[src/ps_pkg.sv]
// Shared types, constants and lookup functions for the percentile selector.
package ps_pkg;

  localparam int unsigned MAX_VALUES = 256;
  localparam int unsigned GROUP_SIZE = 4;
  localparam int unsigned PCT_COUNT  = 11;

  localparam int unsigned DATA_W = 32;
  localparam int unsigned CNT_W  = $clog2(MAX_VALUES + 1);
  localparam int unsigned ADDR_W = $clog2(MAX_VALUES);
  localparam int unsigned RANK_W = 4;
  localparam int unsigned GPOS_W = $clog2(GROUP_SIZE);
  localparam int unsigned PERM_W = 10;

  // floor(x / 1000) as (x * RECIP) >> DIV_SHIFT, exact for x below 2**PROD_W
  localparam longint unsigned DIVISOR   = 1000;
  localparam int unsigned     PROD_W    = CNT_W + PERM_W;
  localparam int unsigned     DIV_SHIFT = PROD_W + PERM_W;
  localparam longint unsigned RECIP     = ((64'd1 << DIV_SHIFT) + DIVISOR - 1) / DIVISOR;
  localparam int unsigned     RECIP_W   = $clog2(RECIP + 1);
  localparam int unsigned     MUL_W     = PROD_W + RECIP_W;

  typedef enum logic [1:0] {
    STAT_OK       = 2'd0,
    STAT_OVERFLOW = 2'd1,
    STAT_EMPTY    = 2'd2
  } ps_status_e;

  typedef enum logic [3:0] {
    S_IDLE,
    S_INS_CHECK,
    S_INS_CMP,
    S_INS_LAST,
    S_OUT_MUL,
    S_OUT_DIV,
    S_OUT_RD,
    S_OUT_LOAD,
    S_EMPTY
  } ps_state_e;

  typedef struct packed {
    logic accept;
    logic ins_start;
    logic ins_step;
    logic ins_last;
    logic out_mul;
    logic out_div;
    logic out_rd;
    logic out_load;
    logic out_empty;
    logic clear;
  } ps_cmd_t;

  typedef struct packed {
    logic ins_pending;
    logic full;
    logic cnt_zero;
    logic gt;
    logic slot_one;
    logic last;
    logic out_free;
    logic k_last;
  } ps_stat_t;

  function automatic logic [PERM_W-1:0] perm_f(input logic [RANK_W-1:0] k);
    logic [PERM_W-1:0] p;
    case (k)
      4'd0:    p = 10'd1;
      4'd1:    p = 10'd5;
      4'd2:    p = 10'd10;
      4'd3:    p = 10'd50;
      4'd4:    p = 10'd100;
      4'd5:    p = 10'd500;
      4'd6:    p = 10'd900;
      4'd7:    p = 10'd950;
      4'd8:    p = 10'd990;
      4'd9:    p = 10'd995;
      4'd10:   p = 10'd999;
      default: p = 10'd0;
    endcase
    return p;
  endfunction

endpackage

[src/ps_ctrl.sv]
// Controller state machine: sequences intake, insertion and result readout.
module ps_ctrl
  import ps_pkg::*;
(
  input  logic     clk_i,
  input  logic     rst_ni,
  input  logic     in_valid_i,
  output logic     in_ready_o,
  input  ps_stat_t stat_i,
  output ps_cmd_t  cmd_o
);

  ps_state_e state_q, state_d;

  always_ff @(posedge clk_i or negedge rst_ni) begin
    if (!rst_ni) begin
      state_q <= S_IDLE;
    end else begin
      state_q <= state_d;
    end
  end

  // next state
  always_comb begin
    state_d = state_q;
    case (state_q)
      S_IDLE: begin
        if (in_valid_i) state_d = S_INS_CHECK;
      end
      S_INS_CHECK: begin
        if (!stat_i.ins_pending) begin
          if (!stat_i.last)        state_d = S_IDLE;
          else if (stat_i.cnt_zero) state_d = S_EMPTY;
          else                     state_d = S_OUT_MUL;
        end else if (!stat_i.full && !stat_i.cnt_zero) begin
          state_d = S_INS_CMP;
        end
      end
      S_INS_CMP: begin
        if (!stat_i.gt)           state_d = S_INS_CHECK;
        else if (stat_i.slot_one) state_d = S_INS_LAST;
      end
      S_INS_LAST: state_d = S_INS_CHECK;
      S_OUT_MUL:  state_d = S_OUT_DIV;
      S_OUT_DIV:  state_d = S_OUT_RD;
      S_OUT_RD:   state_d = S_OUT_LOAD;
      S_OUT_LOAD: begin
        if (stat_i.out_free) state_d = stat_i.k_last ? S_IDLE : S_OUT_MUL;
      end
      S_EMPTY: begin
        if (stat_i.out_free) state_d = S_IDLE;
      end
      default: state_d = S_IDLE;
    endcase
  end

  // commands
  always_comb begin
    cmd_o      = '0;
    in_ready_o = 1'b0;
    case (state_q)
      S_IDLE: begin
        in_ready_o   = 1'b1;
        cmd_o.accept = in_valid_i;
      end
      S_INS_CHECK: cmd_o.ins_start = stat_i.ins_pending;
      S_INS_CMP:   cmd_o.ins_step  = 1'b1;
      S_INS_LAST:  cmd_o.ins_last  = 1'b1;
      S_OUT_MUL:   cmd_o.out_mul   = 1'b1;
      S_OUT_DIV:   cmd_o.out_div   = 1'b1;
      S_OUT_RD:    cmd_o.out_rd    = 1'b1;
      S_OUT_LOAD: begin
        cmd_o.out_load = stat_i.out_free;
        cmd_o.clear    = stat_i.out_free && stat_i.k_last;
      end
      S_EMPTY: begin
        cmd_o.out_empty = stat_i.out_free;
        cmd_o.clear     = stat_i.out_free;
      end
      default: cmd_o = '0;
    endcase
  end

endmodule

[config.mk]
export PLATFORM = sky130hd
export DESIGN_NAME = ps_ctrl
export DESIGN_NICKNAME = d
export VERILOG_FILES = /design/src/ps_pkg.sv /design/src/ps_ctrl.sv
export SDC_FILE = /design/constraint.sdc
export NUM_CORES = 1
export LEC_CHECK = 0
export ABC_AREA = 1
export BUFFER_PORTS_ARGS = -buffer_cell sky130_fd_sc_hd__buf_2
export CORE_AREA = 2 2 39 41
export CTS_CLUSTER_DIAMETER = 50
export DETAILED_ROUTE_END_ITERATION = 8
export DIE_AREA = 0 0 41 43
export GPL_TIMING_DRIVEN = 0
export SKIP_LAST_GASP = 1
export SYNTH_ARGS = -nofsm -noshare
export SYNTH_HDL_FRONTEND = slang
export SYNTH_SLANG_ARGS = --single-unit
[constraint.sdc]
create_clock -name clk_i -period 2.16 [get_ports clk_i]
set_input_delay 0.432 -clock clk_i [delete_from_list [all_inputs] [get_ports clk_i]]
set_output_delay 0.432 -clock clk_i [all_outputs]
set_load 0.005 [all_outputs]
==> run metrics, run 1 <==
status=finished clean; TritonRoute pass-1 iters=4; MaxCap Viol Count=0; FF+latch area=100.1 µm²; RSZ-0062 raised after global routing=false; max reg flops=4; CTS root buffer=clkbuf_4; total track usage=12.89%; Final min period=1.765 ns; P&R area growth vs syn=35.59%; leakage=0.3722 nW; clock slew at reported path FFs=0.04 ns; multi-input combinational cell area=275.3 µm²; antenna violations before repair=0; placed cell count=111; fmax=0.5666 GHz; measured slew at the worst slew-check pin=0.2265 ns; vias in the first global route=416; CTS tree=done; Clock Skews=0.006060 ns; buffers added on ports=21; die height=43 µm; H-tree levels=1; routability congestion estimate=0.8485; mean post-synth cell area=5.985 µm²; DRC Markers=0; post-synthesis net count=85; Filler cells=146; Avg Vias per Cell=4.261; largest net degree at the start of global routing=9; postcts setup bufs=0; Post-DP HPWL=860.7 µm; ant diodes=0; nets=112; cell breakdown of the critical path=inv_1, nor2_4, inv_1, nor3_2, nand2_1, o21ai_0, buf_2; CP dominant cell by count=inv_1; Seq cells post-synth=4; initial DRC count=5; DIE WIDTH=41 µm; most common cell after layout, fill and taps aside=buf_2; Top Registers=state_q (4); final core occ=43.40%; final cycle utilization of the critical path=81.71%; proportion of layout cells with a drive suffix above 1=42.42%; Min-Delay Path Depth=3; Worst Setup End Kind=primary output; reg2reg path depth=8; synth unique cells=18; Detail Route Antenna Nets=0; WHS=0.5102 ns; Synth Instances=74; CP Class=reg -> out; Hold Violations, Final=0; WL/cell=8.887 µm; register area share after synthesis=22.60%; Worst EP arrival=1.33 ns; Pwr per Cell Area=1135 nW/µm²; Initial Utilization=32.01%; DIE AREA=1763 µm²; Sink Count=4; CP max FO=4; Top-Level Pins=22; Worst Hold Class=in -> reg; clock buffer depth=2; Mapped Area=442.9 µm²; final-report max-slew violation count=0; Final Cell Area=600.6 µm²; total core area=1384 µm²; peak supply drop=0.4040 mV; CP max-delay cell=dfrtp_1; Synthesis Warnings=0; TritonCTS Buffers=3; commonest cells after routing, fill and taps aside=21 x buf_2, 19 x nand2_1, 11 x inv_1; Overflow after GRT=0; slowest stage delay, CP=0.41 ns; area of placed instances=568.0 µm²; Vias=490; largest register by flop count=state_q; worst-skew pair later-pin latency=0.24 ns; worst path required time=1.73 ns; Rel. slew slack=84.90%; Rows=14; Non-Filler Instances=115; overall routed net length=1022 µm; first-pass GRT wire length=1573 µm; final setup vio count=0; Setup crit start kind=flip-flop; TNS Setup=0 ns
## critical path, delay by kind of cell, from the launching register on
kind | cells | cell delay [ns]
compound gates | 1 | 0.06
buf+inv | 3 | 0.33
flops | 1 | 0.41
simple gates | 3 | 0.30
## per-stage QoR
| stage | power, mW | worst slack, ns |
|---|---|---|
| final | 0.6817 | 0.3950 |
| after global routing | 0.7557 | 0.1957 |
| after CTS | 0.6907 | 0.3828 |
| after detailed placement | 0.5880 | 0.6363 |
| after global placement | 0.5876 | 0.6416 |
| after floorplan | 0.4696 | 0.7708 |
## synthesized netlist by cell type (all sizes together)
| master | instances | area, µm² |
|---|---|---|
| a211oi | 1 | 7.510 |
| clkinv | 1 | 3.750 |
| nand3 | 6 | 35.03 |
| buf | 1 | 11.26 |
| nand2 | 24 | 102.6 |
| nor3 | 3 | 20.02 |
| o2bb2ai | 1 | 8.760 |
| o21ai | 3 | 15.01 |
| nor2 | 15 | 78.83 |
| nand3b | 1 | 7.510 |
| dfrtp | 4 | 100.1 |
| inv | 14 | 52.55 |
## cells by family (layout without fill, tap and decap cells)
group / Yosys count / after routing / share of synthesized area, %
simple gates: 49 / 49 / 55.09
compound gates: 5 / 5 / 7.062
buf+inv: 16 / 41 / 15.25
flops: 4 / 4 / 22.60
## repair_timing
item,4_1_cts,5_1_grt
gates resized for setup,0,0
hold buffers,1,0
setup endpoints to repair,0,0
endpoints found under the hold margin,4,0
## worst paths after layout
check | start | to | slack, ns
setup / recovery | state_q[2] | cmd_o[0] | 0.40
hold / removal | stat_i[2] | state_q[3] | 0.51
setup reg to reg | state_q[0] | state_q[1] | 0.95
hold reg to reg | state_q[0] | state_q[0] | 0.60
max in group asynchronous | rst_ni | state_q[2] | 1.51
min in group asynchronous | rst_ni | state_q[1] | 0.52
## where the power goes
part           internal [mW]  switching [mW]
logic                  0.174           0.274
registers              0.105          0.0330
clock network         0.0623          0.0334
total                  0.341           0.340
## routing by layer
metal | share of wire [%] | global-route usage (%) | wire length [µm]
met5 | 0 | 0 | 0
met3 | 6.5 | 4.712 | 66
met4 | 0 | 4.000 | 0
met2 | 45 | 18.44 | 460
met1 | 48 | 17.53 | 495
## final cells by class
type / count / share of cell area (%)
buffer: 1 / 1.875
timing repair buffer: 22 / 19.17
inverter: 15 / 9.375
tap: 16 / 3.333
sequential: 4 / 16.67
clock buffer: 3 / 3.750
multi-input combinational: 54 / 45.83
No activity file was read; power rests on OpenSTA's default activity.
==> run 2, diff against run 1 <==
clock period = 1.6 ns   (was 2.16 ns; I/O delays follow)
==> run 2 against run 1 <==
Against the previous run:
- clock skew about the same
- sequential power is 30% higher
- sequential share of layout area fell by 1.3 points
==> run metrics, run 2 (synthesized netlist as in run 1, its figures left out) <==
final-report max-slew violation count=0 (unchanged); RSZ-0062 raised after global routing=true (was false); final cycle utilization of the critical path=99.46%; routability congestion estimate=0.8485 (unchanged); Worst EP arrival=1.27 ns (was 1.33 ns); first-pass GRT wire length=1614 µm (was 1573 µm); MaxCap Viol Count=0 (unchanged); fmax=0.6284 GHz; Detail Route Antenna Nets=0 (unchanged); final setup vio count=0 (unchanged); DIE WIDTH=41 µm (unchanged); Top-Level Pins=22 (unchanged); DIE AREA=1763 µm² (unchanged); Rows=14 (unchanged); Final Power=1.074 mW (was 0.6817 mW); cell breakdown of the critical path=nor2_4, inv_4, nor3_4, nand2_1, o21ai_1, buf_2 (was inv_1, nor2_4, inv_1, nor3_2, nand2_1, o21ai_0, buf_2); CTS root buffer=clkbuf_4 (unchanged); Vias=519 (was 490); die height=43 µm (unchanged); Final Cell Area=669.4 µm² (was 600.6 µm²); Setup crit start kind=flip-flop (unchanged); Rel. slew slack=86.87% (was 84.90%); worst-skew pair later-pin latency=0.24 ns (about the same); CTS tree=done (unchanged); overall routed net length=1133 µm (was 1022 µm); Worst Setup End Kind=primary output (unchanged); area of placed instances=568.0 µm² (unchanged); max reg flops=4 (unchanged); TritonRoute pass-1 iters=4 (unchanged); leakage=0.4087 nW (was 0.3722 nW); clock buffer depth=2 (unchanged); total core area=1384 µm² (unchanged); nets=118 (was 112); Overflow after GRT=0 (unchanged); largest register by flop count=state_q (unchanged); status=finished clean (unchanged); H-tree levels=1 (unchanged); Worst Hold Class=in -> reg (unchanged); DRC Markers=0 (unchanged); total track usage=13.19% (was 12.89%); Hold Violations, Final=0 (unchanged); Pwr per Cell Area=1605 nW/µm² (was 1135 nW/µm²); initial DRC count=7 (was 5); Final min period=1.591 ns; Clock Skews=0.006396 ns (was 0.006060 ns); commonest cells after routing, fill and taps aside=21 x buf_2, 19 x nand2_1, 10 x inv_1 (was 21 x buf_2, 19 x nand2_1, 11 x inv_1); TritonCTS Buffers=3 (unchanged); P&R area growth vs syn=51.13% (was 35.59%); Top Registers=state_q (4) (unchanged); measured slew at the worst slew-check pin=0.1957 ns (was 0.2265 ns); CP max FO=4 (unchanged); slowest stage delay, CP=0.43 ns (was 0.41 ns); Top Family by Delay on Critical Path=flip-flops (unchanged); buffers added on ports=21 (unchanged); WL/cell=9.364 µm (was 8.887 µm); proportion of layout cells with a drive suffix above 1=49.52% (was 42.42%); largest net degree at the start of global routing=9 (unchanged); most common cell after layout, fill and taps aside=buf_2 (unchanged); worst path required time=1.28 ns (was 1.73 ns); peak supply drop=0.5203 mV (was 0.4040 mV); crit path buf inv count=2 (was 3); clock slew at reported path FFs=0.03 ns (was 0.04 ns); ant diodes=0 (unchanged); Post-DP HPWL=860.7 µm (unchanged); Sink Count=4 (unchanged); CP max-delay cell=dfrtp_2 (was dfrtp_1); vias in the first global route=425 (was 416); antenna violations before repair=0 (unchanged); Initial Utilization=32.01% (unchanged); CP Class=reg -> out (unchanged); Avg Vias per Cell=4.289 (was 4.261)
## run 2: cell count changes in the layout (fill, tap and decap cells not counted), sizes merged
| cell | delta |
|---|---|
| buf | +6 |
## run 2: timing repair
| action | CTS | global route |
|---|---|---|
| setup endpoints to repair | 1 | 5 |
| buffers inserted | 2 | 4 |
| endpoints found under the hold margin | 4 | 0 |
| gates resized for setup | 2 | 7 |
| hold buffers | 1 | 0 |
| pin swaps | 1 | 4 |
## run 2: worst paths after layout
path / slack (ns) / start / end / cells after the start
max in group asynchronous: 1.06 / rst_ni / state_q[3] / 2
max reg2reg: 0.28 / state_q[3] / state_q[1] / 8
min in group asynchronous: 0.41 / rst_ni / state_q[0] / 2
min: 0.39 / stat_i[2] / state_q[3] / 3
min reg2reg: 0.56 / state_q[1] / state_q[1] / 2
max: 0.009 / state_q[3] / cmd_o[0] / 6
## run 2: worst register-to-register path, cell delays in order, from the launching register on
cell and delay [ns]:
dfrtp_2 0.43, buf_4 0.15, nor2_4 0.12, buf_4 0.13, nand3_1 0.11, nand3_1 0.11
nor2_2 0.05, nand2_1 0.06, nand2_1 0.05
## run 2: stage by stage
| stage | setup slack (ns) | hold WS [ns] | utilization (%) | std cells | setup TNS [ns] |
|---|---|---|---|---|---|
| floorplan | 0.3228 | 0.02441 | - | 74 | 0 |
| global placement | 0.1936 | 0.1272 | 41.05 | 111 | 0 |
| detailed placement | 0.1883 | 0.1286 | 41.05 | 111 | 0 |
| CTS | 0.003219 | 0.3921 | 44.67 | 117 | 0 |
| global route | -0.1280 | 0.4020 | 48.37 | 121 | -0.2704 |
| finish | 0.008706 | 0.3928 | 48.37 | 121 | 0 |
## run 2: cell type report
type                            instances  area, µm²
Inverter                               15      58.81
Buffer                                  1      11.26
Timing Repair Buffer                   28      160.2
Tap cell                               16      20.02
Multi-Input combinational cell         54      294.0
Clock buffer                            3      22.52
Fill cell                             145      714.4
Sequential cell                         4      102.6
## run 2: power by group
part	switching (mW)	total [mW]	internal (mW)
clock network	0.0460	0.130	0.0842
logic	0.439	0.765	0.325
registers	0.0356	0.180	0.144
## run 2: layer usage
| metal | GRT usage, % | wire [µm] |
|---|---|---|
| met5 | 0 | 0 |
| met3 | 4.712 | 65 |
| met4 | 4.000 | 0 |
| met2 | 19.06 | 516 |
| met1 | 17.86 | 551 |
==> run 3, diff against run 2 <==
CTS_BUF_LIST = sky130_fd_sc_hd__clkbuf_16   (was default)
==> run 3 against run 2 <==
Against the previous run:
- first-iteration DRC count is 71% higher
- combinational power is 1% lower
- worst hold slack better by 0.018 ns
- die area stayed put
- critical path depth stayed put
- worst setup slack better by 0.038 ns
- cell count stayed put
- register-to-register slack hardly changed
- flip-flop and latch count stayed put
==> run metrics, run 3 (synthesized netlist as in run 1, its figures left out) <==
final-report max-slew violation count=0 (unchanged); TritonRoute pass-1 iters=4 (unchanged); CP Class=reg -> out (unchanged); H-tree levels=1 (unchanged); Initial Utilization=32.01% (unchanged); nets=118 (unchanged); cell breakdown of the critical path=nor2_4, inv_4, nor3_4, nand2_1, o21ai_1, buf_2 (unchanged); final cycle utilization of the critical path=97.07% (was 99.46%); Final Power=1.321 mW (was 1.074 mW); status=finished clean (unchanged); Hold Violations, Final=0 (unchanged); final core occ=51.81% (was 48.37%); P&R area growth vs syn=61.86% (was 51.13%); initial DRC count=12 (was 7); Overflow after GRT=0 (unchanged); proportion of layout cells with a drive suffix above 1=50.48% (was 49.52%); ant diodes=0 (unchanged); largest net degree at the start of global routing=9 (unchanged); Setup crit start kind=flip-flop (unchanged); Worst Hold Class=in -> reg (unchanged); Filler cells=137 (was 145); final setup vio count=0 (unchanged); clock buffer depth=2 (unchanged); worst-skew pair later-pin latency=0.22 ns (was 0.24 ns); setup slack after layout=0.04684 ns (was 0.008706 ns); most common cell after layout, fill and taps aside=buf_2 (unchanged); RSZ-0062 raised after global routing=true (unchanged); TNS Setup=0 ns (unchanged); leakage=0.4297 nW (was 0.4087 nW); Detail Route Antenna Nets=0 (unchanged); Vias=532 (was 519); CTS root buffer=clkbuf_16 (was clkbuf_4); Top Registers=state_q (4) (unchanged); total core area=1384 µm² (unchanged); die height=43 µm (unchanged); Top-Level Pins=22 (unchanged); MaxCap Viol Count=0 (unchanged); first-pass GRT wire length=1635 µm (was 1614 µm); DRC Markers=0 (unchanged); Worst Setup End Kind=primary output (unchanged); antenna violations before repair=0 (unchanged); worst path required time=1.28 ns (about the same); WHS=0.4112 ns (was 0.3928 ns); Final min period=1.553 ns (was 1.591 ns); Sink Count=4 (unchanged); peak supply drop=0.6420 mV (was 0.5203 mV); Avg Vias per Cell=4.397 (was 4.289); buffers added on ports=21 (unchanged); fmax=0.6439 GHz (was 0.6284 GHz); commonest cells after routing, fill and taps aside=21 x buf_2, 19 x nand2_1, 9 x inv_1 (was 21 x buf_2, 19 x nand2_1, 10 x inv_1); slowest stage delay, CP=0.43 ns (about the same); TritonCTS Buffers=3 (unchanged); Placement Setup Slack=0.1883 ns (unchanged); Top Family by Delay on Critical Path=flip-flops (unchanged); largest register by flop count=state_q (unchanged); WL/cell=9.537 µm (was 9.364 µm); CTS tree=done (unchanged); max reg flops=4 (unchanged); Worst EP arrival=1.23 ns (was 1.27 ns); DIE AREA=1763 µm² (unchanged); Clock Skews=0.003106 ns (was 0.006396 ns); Pwr per Cell Area=1843 nW/µm² (was 1605 nW/µm²); vias in the first global route=440 (was 425); Post-DP HPWL=860.7 µm (unchanged); overall routed net length=1154 µm (was 1133 µm); CP max FO=4 (unchanged); routability congestion estimate=0.8485 (unchanged); DIE WIDTH=41 µm (unchanged); crit path buf inv count=2 (unchanged); clock slew at reported path FFs=0.03 ns (about the same); total track usage=13.90% (was 13.19%); measured slew at the worst slew-check pin=0.2220 ns (was 0.1957 ns); Rows=14 (unchanged); Rel. slew slack=85.11% (was 86.87%); CP max-delay cell=dfrtp_2 (unchanged)
[run 3: cell counts in the layout (fill, tap and decap cells not counted)]
No cell type changed its count.
[run 3: power by group]
group / switching, mW / internal, mW
clock: 0.0651 / 0.319
combinational: 0.431 / 0.323
sequential: 0.0392 / 0.144
[run 3: worst paths after layout]
check | start | to | slack (ns) | cells past startpoint
setup / recovery | state_q[3] | cmd_o[0] | 0.05 | 6
hold / removal | stat_i[2] | state_q[3] | 0.41 | 3
setup reg to reg | state_q[3] | state_q[1] | 0.27 | 8
hold reg to reg | state_q[1] | state_q[1] | 0.57 | 2
max in group asynchronous | rst_ni | state_q[3] | 1.04 | 2
min in group asynchronous | rst_ni | state_q[0] | 0.43 | 2
[run 3: what timing repair did]
item | 4_1_cts | 5_1_grt
setup endpoints to repair | 1 | 4
gates resized for setup | 1 | 8
setup buffers | 2 | 4
hold buffers | 1 | 0
pin swaps | 0 | 4
hold endpoints to repair | 4 | 0
[run 3: worst register-to-register path, cell delays in order (launching register included)]
cell,delay (ns)
dfrtp_2,0.43
buf_4,0.16
nor2_4,0.13
buf_4,0.13
nand3_1,0.11
nand3_1,0.11
nor2_2,0.06
nand2_1,0.06
nand2_1,0.05
[run 3: cell type report]
cell class / count / area [µm²] / share of cell area (%)
plain buffers: 1 / 11.26 / 1.571
multi-input cells: 54 / 289.0 / 40.31
flip-flops and latches: 4 / 102.6 / 14.31
inverters: 15 / 58.81 / 8.202
clock buffers: 3 / 75.07 / 10.47
well taps: 16 / 20.02 / 2.792
repair buffers: 28 / 160.2 / 22.34
[run 3: metrics by stage]
stage,cells,cell area (µm²)
after CTS,117,669.4
after floorplan,74,442.9
final,121,716.9
after global placement,111,568.0
after global routing,121,716.9
after detailed placement,111,568.0
[run 3: routing by layer]
metal / vias up / global-route usage, % / share of wire [%]
met5: - / 0 / 0
met1: 219 / 17.21 / 43
met2: 25 / 20.00 / 49
li1: 288 / - / -
met3: 0 / 4.712 / 7.7
met4: 0 / 8.000 / 0
